<file path="config.mk">
export PLATFORM = sky130hd
export DESIGN_NAME = motor_encoder_feedback_unwrap_unit
export DESIGN_NICKNAME = d
export VERILOG_FILES = /design/src/rtl/core/mefu_pkg.sv /design/src/rtl/core/motor_encoder_feedback_unwrap_unit.sv
export SDC_FILE = /design/constraint.sdc
export NUM_CORES = 2
export LEC_CHECK = 0
export ABC_CLOCK_PERIOD_IN_PS = 25000
export BUFFER_PORTS_ARGS = -buffer_cell sky130_fd_sc_hd__buf_4
export CAP_MARGIN = 20
export CORE_AREA = 2 2 288 290
export DETAILED_ROUTE_END_ITERATION = 7
export DIE_AREA = 0 0 290 292
export PLACE_DENSITY_LB_ADDON = 0.2
export SETUP_SLACK_MARGIN = 0.3
export SKIP_LAST_GASP = 1
export SLEW_MARGIN = 0
export SYNTH_ARGS = -nofsm -noshare
export SYNTH_HDL_FRONTEND = slang
export SYNTH_SLANG_ARGS = --single-unit
</file>
<file path="constraint.sdc">
create_clock -name clk -period 25 [get_ports clk]
set_clock_uncertainty 0.05 [all_clocks]
set_input_delay 7.5 -clock clk [delete_from_list [all_inputs] [get_ports clk]]
set_output_delay 7.5 -clock clk [all_outputs]
set_load 0.03 [all_outputs]
</file>
<file path="src/rtl/core/mefu_pkg.sv">
`default_nettype none

package mefu_pkg;

	// Motor slots and the bus-side frame fields
	localparam int MOTOR_COUNT_DEF = 4;
	localparam int MOTOR_ID_W      = 2;
	localparam int WORD_W          = 16;

	// Encoder geometry: one turn is a power of two, so a turn is a shift
	localparam int COUNTS_PER_TURN = 8192;
	localparam int TURN_SHIFT      = $clog2(COUNTS_PER_TURN);

	// Offset averaging window; a power of two, so the average is a shift
	localparam int SETTLE_FRAMES   = 256;
	localparam int SETTLE_SHIFT    = $clog2(SETTLE_FRAMES);
	localparam int FRAMES_W        = $clog2(SETTLE_FRAMES + 2);

	// Result and state widths
	localparam int POS_W   = 29;
	localparam int SPEED_W = 18;
	localparam int HIST_W  = 17;
	localparam int REV_W   = 16;
	localparam int ACC_W   = 25;

	// Thresholds
	localparam int DIFF_WRAP_LIMIT   = 5000;
	localparam int OFFS_WRAP_LIMIT   = 6000;
	localparam int SPEED_ROLLOVER    = 16384;
	localparam int SPEED_GUARD       = 3000;
	localparam int TARGET_DEADBAND   = 10;

	typedef enum logic {
		MODE_DIFF   = 1'b0,
		MODE_OFFSET = 1'b1
	} enc_mode_t;

endpackage

`default_nettype wire

</file>
<file path="src/rtl/core/motor_encoder_feedback_unwrap_unit.sv">
`default_nettype none

// Multi-turn position, turn count and velocity tracker for up to MOTOR_COUNT
// motors fed with 13-bit encoder feedback frames. Each input beat updates the
// state of the motor it addresses and yields one result beat via the input and
// result registers, held in the input register while the last result is not
// taken; a beat for a motor at or beyond MOTOR_COUNT is dropped with no
// result. Throughput is one beat per cycle while each result is taken, back
// to back, even to the same motor: the per-motor state is read and written
// between the input and result registers, so the next beat always sees the
// update. cfg_write_data sets the mode: in difference mode the raw angle is
// the position, moved by a turn that is counted on a jump of more than 5000
// counts, and both current words pass through; in offset mode the first
// SETTLE_FRAMES frames of each motor build an averaged offset, later frames
// subtract it and unwrap at 6000 counts, and the speed result sums the last
// two corrected speed words. Change the mode only while the block is idle.
// Reset clears all per-motor state at once; no start-up sweep is needed.
module motor_encoder_feedback_unwrap_unit #(
	parameter int MOTOR_COUNT = mefu_pkg::MOTOR_COUNT_DEF
) (
	input  wire logic                                  clk,
	input  wire logic                                  arst_n,
	// configuration
	input  wire logic                                  cfg_write_en,
	input  wire logic                                  cfg_write_data,
	// input channel
	input  wire logic                                  in_valid,
	output logic                                       in_ready,
	input  wire logic [mefu_pkg::MOTOR_ID_W-1:0]       motor_index,
	input  wire logic [mefu_pkg::WORD_W-1:0]           angle_raw,
	input  wire logic [mefu_pkg::WORD_W-1:0]           second_word,
	input  wire logic [mefu_pkg::WORD_W-1:0]           third_word,
	input  wire logic signed [mefu_pkg::WORD_W-1:0]    target_speed,
	// result channel
	output logic                                       out_valid,
	input  wire logic                                  out_ready,
	output logic [mefu_pkg::MOTOR_ID_W-1:0]            motor_out_index,
	output logic signed [mefu_pkg::POS_W-1:0]          unwrapped_position,
	output logic signed [mefu_pkg::SPEED_W-1:0]        speed_estimate,
	output logic signed [mefu_pkg::REV_W-1:0]          turn_count,
	output logic [mefu_pkg::WORD_W-1:0]                measured_current,
	output logic [mefu_pkg::WORD_W-1:0]                commanded_current
);

	localparam int SLOT_W = (MOTOR_COUNT > 1) ? $clog2(MOTOR_COUNT) : 1;
	localparam int POS_W  = mefu_pkg::POS_W;
	localparam int DIF_W  = mefu_pkg::POS_W + 2;
	localparam int ACC_W  = mefu_pkg::ACC_W;
	localparam int HIST_W = mefu_pkg::HIST_W;
	localparam int REV_W  = mefu_pkg::REV_W;
	localparam int FR_W   = mefu_pkg::FRAMES_W;
	localparam int W_W    = mefu_pkg::WORD_W;

	// ---------------------------------------------------------------
	// Configuration
	// ---------------------------------------------------------------
	mefu_pkg::enc_mode_t mode_q;

	always_ff @(posedge clk or negedge arst_n) begin
		if (!arst_n) begin
			mode_q <= mefu_pkg::MODE_DIFF;
		end else if (cfg_write_en) begin
			mode_q <= mefu_pkg::enc_mode_t'(cfg_write_data);
		end
	end

	// ---------------------------------------------------------------
	// Input register (stage 1)
	// ---------------------------------------------------------------
	logic                          valid_s1;
	logic [mefu_pkg::MOTOR_ID_W-1:0] idx_s1;
	logic [W_W-1:0]                raw_s1;
	logic [W_W-1:0]                w2_s1;
	logic [W_W-1:0]                w3_s1;
	logic signed [W_W-1:0]         tgt_s1;

	logic hit_s1;
	logic advance;
	logic update;

	logic                          out_valid_s2;

	// A beat for an absent motor simply leaves stage 1 with no result
	assign hit_s1  = ({1'b0, idx_s1} < 3'(MOTOR_COUNT));
	assign advance = valid_s1 && (!hit_s1 || !out_valid_s2 || out_ready);
	assign update  = advance && hit_s1;
	assign in_ready = !valid_s1 || advance;

	always_ff @(posedge clk or negedge arst_n) begin
		if (!arst_n) begin
			valid_s1 <= 1'b0;
		end else if (in_ready) begin
			valid_s1 <= in_valid;
		end
	end

	always_ff @(posedge clk) begin
		if (in_ready && in_valid) begin
			idx_s1 <= motor_index;
			raw_s1 <= angle_raw;
			w2_s1  <= second_word;
			w3_s1  <= third_word;
			tgt_s1 <= target_speed;
		end
	end

	// ---------------------------------------------------------------
	// Per-motor state
	// ---------------------------------------------------------------
	logic signed [POS_W-1:0]            pos_now_q  [MOTOR_COUNT];
	logic signed [REV_W-1:0]            rev_q      [MOTOR_COUNT];
	logic signed [ACC_W-1:0]            acc_q      [MOTOR_COUNT];
	logic [FR_W-1:0]                    frames_q   [MOTOR_COUNT];
	logic signed [HIST_W-1:0]           hist0_q    [MOTOR_COUNT];
	logic signed [HIST_W-1:0]           hist1_q    [MOTOR_COUNT];
	logic                               hslot_q    [MOTOR_COUNT];

	logic [SLOT_W-1:0] slot;
	assign slot = idx_s1[SLOT_W-1:0];

	// Current state of the addressed motor
	logic signed [POS_W-1:0]            prev;
	logic signed [REV_W-1:0]            rev;
	logic signed [ACC_W-1:0]            acc;
	logic [FR_W-1:0]                    frames;
	logic signed [HIST_W-1:0]           hist0;
	logic signed [HIST_W-1:0]           hist1;
	logic                               hslot;

	assign prev   = pos_now_q[slot];
	assign rev    = rev_q[slot];
	assign acc    = acc_q[slot];
	assign frames = frames_q[slot];
	assign hist0  = hist0_q[slot];
	assign hist1  = hist1_q[slot];
	assign hslot  = hslot_q[slot];

	// Frame counter saturates one past the settle window in both modes
	logic [FR_W-1:0] frames_nx;
	logic            settled;
	assign frames_nx = (frames < FR_W'(mefu_pkg::SETTLE_FRAMES + 1)) ?
		frames + FR_W'(1) : frames;
	assign settled   = (frames_nx > FR_W'(mefu_pkg::SETTLE_FRAMES));

	// ---------------------------------------------------------------
	// Difference mode: raw angle against the last position
	// ---------------------------------------------------------------
	logic signed [DIF_W-1:0] raw_ext;
	logic signed [DIF_W-1:0] prev_ext;
	logic signed [DIF_W-1:0] vel0;
	logic signed [DIF_W-1:0] pos0;
	logic signed [DIF_W-1:0] vel0_adj;
	logic signed [REV_W-1:0] rev0;

	assign raw_ext  = $signed({{(DIF_W-W_W){1'b0}}, raw_s1});
	assign prev_ext = $signed({{(DIF_W-POS_W){prev[POS_W-1]}}, prev});
	assign vel0     = raw_ext - prev_ext;

	always_comb begin
		pos0     = raw_ext;
		vel0_adj = vel0;
		rev0     = rev;
		if (vel0 > DIF_W'(mefu_pkg::DIFF_WRAP_LIMIT)) begin
			// forward jump across zero: one turn backwards
			rev0     = rev - REV_W'(1);
			pos0     = raw_ext - DIF_W'(mefu_pkg::COUNTS_PER_TURN);
			vel0_adj = vel0 - DIF_W'(mefu_pkg::COUNTS_PER_TURN);
		end else if (vel0 < -DIF_W'(mefu_pkg::DIFF_WRAP_LIMIT)) begin
			rev0     = rev + REV_W'(1);
			pos0     = raw_ext + DIF_W'(mefu_pkg::COUNTS_PER_TURN);
			vel0_adj = vel0 + DIF_W'(mefu_pkg::COUNTS_PER_TURN);
		end
	end

	// ---------------------------------------------------------------
	// Offset mode
	// ---------------------------------------------------------------
	logic signed [POS_W-1:0] base1;
	logic signed [POS_W-1:0] pos1a;
	logic signed [POS_W-1:0] pos1;
	logic signed [DIF_W-1:0] d1;
	logic signed [REV_W-1:0] rev1;

	// Turns scale by a power of two: append zero bits, wrap at POS_W
	assign base1 = POS_W'({rev, {mefu_pkg::TURN_SHIFT{1'b0}}}) +
		POS_W'(raw_s1);
	assign pos1a = settled ?
		base1 - POS_W'(acc) : base1;
	assign d1    = $signed({{(DIF_W-POS_W){pos1a[POS_W-1]}}, pos1a}) - prev_ext;

	always_comb begin
		pos1 = pos1a;
		rev1 = rev;
		if (settled) begin
			if (d1 < -DIF_W'(mefu_pkg::OFFS_WRAP_LIMIT)) begin
				rev1 = rev + REV_W'(1);
				pos1 = pos1a + POS_W'(mefu_pkg::COUNTS_PER_TURN);
			end else if (d1 > DIF_W'(mefu_pkg::OFFS_WRAP_LIMIT)) begin
				rev1 = rev - REV_W'(1);
				pos1 = pos1a - POS_W'(mefu_pkg::COUNTS_PER_TURN);
			end
		end
	end

	// Speed word: undo a rollover of 16384 that contradicts the target sign
	logic signed [HIST_W-1:0] nv;
	logic signed [HIST_W-1:0] nv_fix;
	logic signed [HIST_W-1:0] hist0_nx;
	logic signed [HIST_W-1:0] hist1_nx;
	logic signed [mefu_pkg::SPEED_W-1:0] sum1;

	assign nv = $signed({w2_s1[W_W-1], w2_s1});

	always_comb begin
		nv_fix = nv;
		if (tgt_s1 > W_W'(mefu_pkg::TARGET_DEADBAND) &&
				nv < -HIST_W'(mefu_pkg::SPEED_GUARD)) begin
			nv_fix = nv + HIST_W'(mefu_pkg::SPEED_ROLLOVER);
		end else if (tgt_s1 < -W_W'(mefu_pkg::TARGET_DEADBAND) &&
				nv > HIST_W'(mefu_pkg::SPEED_GUARD)) begin
			nv_fix = nv - HIST_W'(mefu_pkg::SPEED_ROLLOVER);
		end
	end

	assign hist0_nx = hslot ? hist0 : nv_fix;
	assign hist1_nx = hslot ? nv_fix : hist1;
	assign sum1     = {hist0_nx[HIST_W-1], hist0_nx} + {hist1_nx[HIST_W-1], hist1_nx};

	// Offset accumulation, then truncating average at the end of the window
	logic signed [ACC_W-1:0] acc_sum;
	logic signed [ACC_W-1:0] acc_bias;
	logic signed [ACC_W-1:0] acc_avg;
	logic signed [ACC_W-1:0] acc1;

	assign acc_sum  = acc + pos1a[ACC_W-1:0];
	// bias negative sums so the shift rounds towards zero
	assign acc_bias = acc_sum[ACC_W-1] ?
		acc_sum + ACC_W'(mefu_pkg::SETTLE_FRAMES - 1) : acc_sum;
	assign acc_avg  = acc_bias >>> mefu_pkg::SETTLE_SHIFT;
	assign acc1     = settled ? acc :
		((frames_nx == FR_W'(mefu_pkg::SETTLE_FRAMES)) ? acc_avg : acc_sum);

	// ---------------------------------------------------------------
	// Mode select
	// ---------------------------------------------------------------
	logic signed [POS_W-1:0]             pos_nx;
	logic signed [REV_W-1:0]             rev_nx;
	logic signed [mefu_pkg::SPEED_W-1:0] speed_nx;
	logic [W_W-1:0]                      meas_nx;
	logic [W_W-1:0]                      cmd_nx;
	logic                                offset_mode;

	always_comb begin
		case (mode_q)
			mefu_pkg::MODE_OFFSET: begin
				offset_mode = 1'b1;
				pos_nx      = pos1;
				rev_nx      = rev1;
				speed_nx    = sum1;
				meas_nx     = '0;
				cmd_nx      = '0;
			end
			default: begin
				offset_mode = 1'b0;
				pos_nx      = pos0[POS_W-1:0];
				rev_nx      = rev0;
				speed_nx    = vel0_adj[mefu_pkg::SPEED_W-1:0];
				meas_nx     = w2_s1;
				cmd_nx      = w3_s1;
			end
		endcase
	end

	always_ff @(posedge clk or negedge arst_n) begin
		if (!arst_n) begin
			for (int m = 0; m < MOTOR_COUNT; m++) begin
				pos_now_q[m] <= '0;
				rev_q[m]     <= '0;
				acc_q[m]     <= '0;
				frames_q[m]  <= '0;
				hist0_q[m]   <= '0;
				hist1_q[m]   <= '0;
				hslot_q[m]   <= 1'b0;
			end
		end else if (update) begin
			for (int m = 0; m < MOTOR_COUNT; m++) begin
				if (slot == SLOT_W'(m)) begin
					pos_now_q[m] <= pos_nx;
					rev_q[m]     <= rev_nx;
					frames_q[m]  <= frames_nx;
					// history and offset advance in offset mode only
					if (offset_mode) begin
						acc_q[m]   <= acc1;
						hist0_q[m] <= hist0_nx;
						hist1_q[m] <= hist1_nx;
						hslot_q[m] <= !hslot;
					end
				end
			end
		end
	end

	// ---------------------------------------------------------------
	// Result register (stage 2)
	// ---------------------------------------------------------------
	logic [mefu_pkg::MOTOR_ID_W-1:0]       idx_s2;
	logic signed [POS_W-1:0]               pos_s2;
	logic signed [mefu_pkg::SPEED_W-1:0]   speed_s2;
	logic signed [REV_W-1:0]               rev_s2;
	logic [W_W-1:0]                        meas_s2;
	logic [W_W-1:0]                        cmd_s2;

	always_ff @(posedge clk or negedge arst_n) begin
		if (!arst_n) begin
			out_valid_s2 <= 1'b0;
		end else if (update) begin
			out_valid_s2 <= 1'b1;
		end else if (out_ready) begin
			out_valid_s2 <= 1'b0;
		end
	end

	always_ff @(posedge clk) begin
		if (update) begin
			idx_s2   <= idx_s1;
			pos_s2   <= pos_nx;
			speed_s2 <= speed_nx;
			rev_s2   <= rev_nx;
			meas_s2  <= meas_nx;
			cmd_s2   <= cmd_nx;
		end
	end

	assign out_valid          = out_valid_s2;
	assign motor_out_index    = idx_s2;
	assign unwrapped_position = pos_s2;
	assign speed_estimate     = speed_s2;
	assign turn_count         = rev_s2;
	assign measured_current   = meas_s2;
	assign commanded_current  = cmd_s2;

endmodule

`default_nettype wire
</file>
==> summary.md <==
| Metric | Value |
|---|---|
| Status | `finished, final reports clean` |
| Final Non-Filler Cells | `between 4000 and 5000` |
| Via count | `28600` |
| Mapped Nets | `3863` |
| VDD IR max | `around 0.082 mV` |
| Switching power | `~2400 µW` |
| Inst Count DP | `4756` |
| GP Congestion | `~0.95` |
| Clk pwr share | `19.6%` |
| DRC Markers | `0` |
| Io pins | `171` |
| Die area | `approximately 85000 µm²` |
| Largest net degree at the start of global routing | `~140` |
| Hold Path Origin | `pos_now_q[21]` |
| Initial Util | `44.6%` |
| Leakage power | `approximately 0.018 µW` |
| Post-Synthesis Cells | `around 3700` |
| CTS sink cnt | `between 600 and 700` |
| Syn Area/Cell | `about 10 µm²` |
| Antenna violations before repair | `6` |
| Die height | `292 µm` |
| CTS H-tree lvls | `3` |
| Crit. End Element | `primary output` |
| Clk pin slew, worst setup/hold paths | `approximately 0.06 ns` |
| Commonest non-fill, non-tap cell in the layout | `nand2_1` |
| Total gr overflow | `0` |
| PD cells | `roughly 130 nW/µm²` |
| Sw Share | `43.7%` |
| Worst flop-to-flop path startpoint | `idx_s1[0]` |
| Clk Tree Root Cell | `clkbuf_16` |
| Most common flop cell mapped by yosys | `dfrtp_1` |
| Required @ worst endpoint | `between 15 and 20 ns` |
| Total CTS buffers | `71` |
| Crit Path Max Fanout | `3` |
| Worst-Margin Slew | `1.08 ns` |
| Clock Latency Late Sink | `0.64 ns` |
| Slew headroom | `about 28%` |
| Post-synth EDFFs | `163` |
| YS warnings | `0` |
| Hold Vio Cnt, Final | `0` |
| Post-DP HPWL | `74.6 mm` |
| Post-synth cell types | `between 100 and 150` |
| Hold path depth | `2` |
| Clock Tree Buf Depth | `3` |
| Post-CTS Resized | `0` |
| Seq/Total Area, Yosys | `45.0%` |
| Reg2Reg Depth | `27` |
| IO Port Bufs | `170` |
| Reg2reg setup slack | `~14 ns` |
| Final period utilization | `between 60 and 70%` |
| WS Path Type | `input port to primary output` |
| Synthesized flop and latch total | `between 600 and 700` |
| Antenna viol nets, final | `0` |
| Placed inst area | `slightly below 40000 µm²` |
| Min Tclk post-route | `between 15 and 20 ns` |
| Fillcell total | `between 7000 and 8000` |
| Cell row count | `105` |
| Vias per cell | `5.85` |
| CTS tree | `done` |
| Layout area overhead | `13.2%` |
| Most frequent cells in the layout | `628 x nand2_1, 458 x dfrtp_1, 319 x o21ai_0` |
| Die Span X | `between 200 and 300 µm` |
| Worst hold path class | `flip-flop to flip-flop` |
| Core area | `about 82000 µm²` |
| Initial DRC Count | `around 2500` |
| Setup crit start kind | `input port` |
| Fmax | `between 60 and 70 MHz` |
| Hold EP | `pos_now_q[21]` |
| Internal power | `just over 3000 µW` |
| Final TNS setup | `0 ns` |
| Post-CTS repair timing setup buffer count | `0` |
| Wire per inst | `between 20 and 25 µm` |
| Vias in the first global route | `27900` |
| Ys async rst share | `73.8%` |
| WL final | `between 100 and 150 mm` |
| Logic gate share of total power | `between 50 and 60%` |
| Netlist Area Pre-Place | `36400 µm²` |
| Setup violators final | `0` |
| Unrepaired setup endpoints after global routing | `no` |
| Maxcap violations | `0` |
| First-pass GRT wire length | `about 170 mm` |
| CTS hold repair buffers | `0` |
| Fin nets | `~4000` |
| Reg2Reg Capture Point | `unwrapped_position[21]` |
| Final instance area | `a little over 40000 µm²` |
| Final max-slew violation count | `0` |
| Worst path arrival time | `around 8 ns` |
| Antenna diode count | `0` |
| Pre-antenna DRT Iters | `5` |
| Share of cells above drive strength 1 | `approximately 16%` |
| Sequential power share | `between 20% and 30%` |
| GRT Overall Usage | `about 25%` |
==> sequential cells by signal, indices dropped and copies added, names as in the netlist, 18 cells and up <==
signal and count:
speed_estimate 18, rev_q 64, unwrapped_position 29, acc_q 100, hist0_q 68, hist1_q 68
pos_now_q 116, frames_q 36
==> synthesized netlist by cell type (9+ instances only) <==
| cell | number | area (µm²) |
|---|---|---|
| or3_1 | 31 | 194 |
| o22ai_1 | 21 | 131 |
| a221oi_1 | 11 | 96.3 |
| a21boi_0 | 9 | 67.6 |
| nand3b_1 | 11 | 82.6 |
| xor2_1 | 45 | 394 |
| nand3_1 | 51 | 255 |
| a21o_1 | 38 | 285 |
| edfxtp_1 | 163 | 4890 |
| o21ai_0 | 319 | 1600 |
| nor2_1 | 192 | 721 |
| nor4_1 | 24 | 150 |
| o31a_1 | 9 | 78.8 |
| o31ai_1 | 35 | 263 |
| nand2_1 | 633 | 2380 |
| clkbuf_1 | 146 | 548 |
| a221o_1 | 10 | 100 |
| inv_1 | 155 | 582 |
| mux4_2 | 115 | 2590 |
| ha_1 | 131 | 1640 |
| o2111ai_1 | 13 | 114 |
| and2_1 | 30 | 188 |
| mux2_2 | 98 | 1100 |
| nand4_1 | 21 | 131 |
| and3_1 | 19 | 119 |
| nor2b_1 | 57 | 357 |
| o21a_1 | 26 | 195 |
| o21ai_1 | 55 | 275 |
| o21bai_1 | 12 | 90.1 |
| a22oi_1 | 13 | 97.6 |
| o211ai_1 | 27 | 203 |
| a211oi_1 | 47 | 353 |
| nor3_1 | 60 | 300 |
| buf_2 | 9 | 45.0 |
| a21oi_1 | 163 | 816 |
| xnor2_1 | 89 | 780 |
| a31oi_1 | 38 | 238 |
| nand2b_1 | 25 | 156 |
| or2_2 | 12 | 75.1 |
| mux2i_1 | 50 | 500 |
| dfrtp_1 | 459 | 11500 |
| buf_1 | 21 | 78.8 |
==> layout make-up <==
cell class / instances / area (µm²) / share of cell area [%]
clock inverters: 38 / 478 / 1.16
inverters: 157 / 592 / 1.44
repair buffers: 220 / 1720 / 4.19
multi-input cells: 2691 / 18700 / 45.5
flip-flops and latches: 622 / 16400 / 39.8
clock buffers: 94 / 1930 / 4.69
well taps: 1070 / 1340 / 3.25
==> per-stage QoR <==
stage	total power (µW)	setup slack, ns	hold slack, ns	utilization (%)
after floorplan	3540	9.60	0.390	-
after global placement	4290	9.45	0.404	47.5
after detailed placement	4310	9.46	0.408	47.5
after CTS	5400	9.45	0.423	50.4
after global routing	5800	9.41	0.438	50.5
final	5420	9.44	0.420	50.5
==> critical path, cell delays in order <==
cell	delay, ns
buf_4	0.11
nand3b_1	0.20
buf_4	0.20
==> metal layers <==
metal | up-vias | routed length (µm) | track usage, %
met1 | 14100 | 46500 | 34.0
met2 | 824 | 49200 | 40.4
met3 | 192 | 6370 | 4.32
met5 | - | 47 | 0
li1 | 13500 | - | -
met4 | 8 | 3580 | 9.01
==> power groups by stage <==
| stage | logic, µW | registers, µW | clock network (µW) |
|---|---|---|---|
| 6_report | 2820 | 1530 | 1060 |
| 5_1_grt | 3100 | 1570 | 1120 |
| 3_5_place_dp | 2760 | 1550 | 0 |
| 3_3_place_gp | 2740 | 1540 | 0 |
| 2_1_floorplan | 1980 | 1560 | 0 |
| 4_1_cts | 2780 | 1540 | 1080 |
==> cell families (layout without fill, tap and decap cells) <==
| kind of cell | Yosys count | in the layout | share of synthesized area [%] |
|---|---|---|---|
| multiplexers | 266 | 266 | 11.7 |
| adder cells (fa/ha/maj) | 137 | 137 | 4.83 |
| AO/OA/AOI/OAI | 941 | 941 | 16.3 |
| AND/OR/NAND/NOR | 1212 | 1212 | 15.2 |
| XOR/XNOR | 135 | 135 | 3.29 |
| buffers and inverters | 341 | 509 | 3.69 |
| flip-flops | 622 | 622 | 45.0 |
==> worst max path at each step <==
stage | slack, ns | depth (start not counted) | to | startpoint
4_1_cts | 9.45 | 3 | in_ready | out_ready
2_1_floorplan | 9.60 | 1 | in_ready | out_ready
5_1_grt | 9.41 | 3 | in_ready | out_ready
6_report | 9.44 | 3 | in_ready | out_ready
3_3_place_gp | 9.45 | 3 | in_ready | out_ready
3_5_place_dp | 9.46 | 3 | in_ready | out_ready
Note: power is estimated with default switching activity, not from simulation.
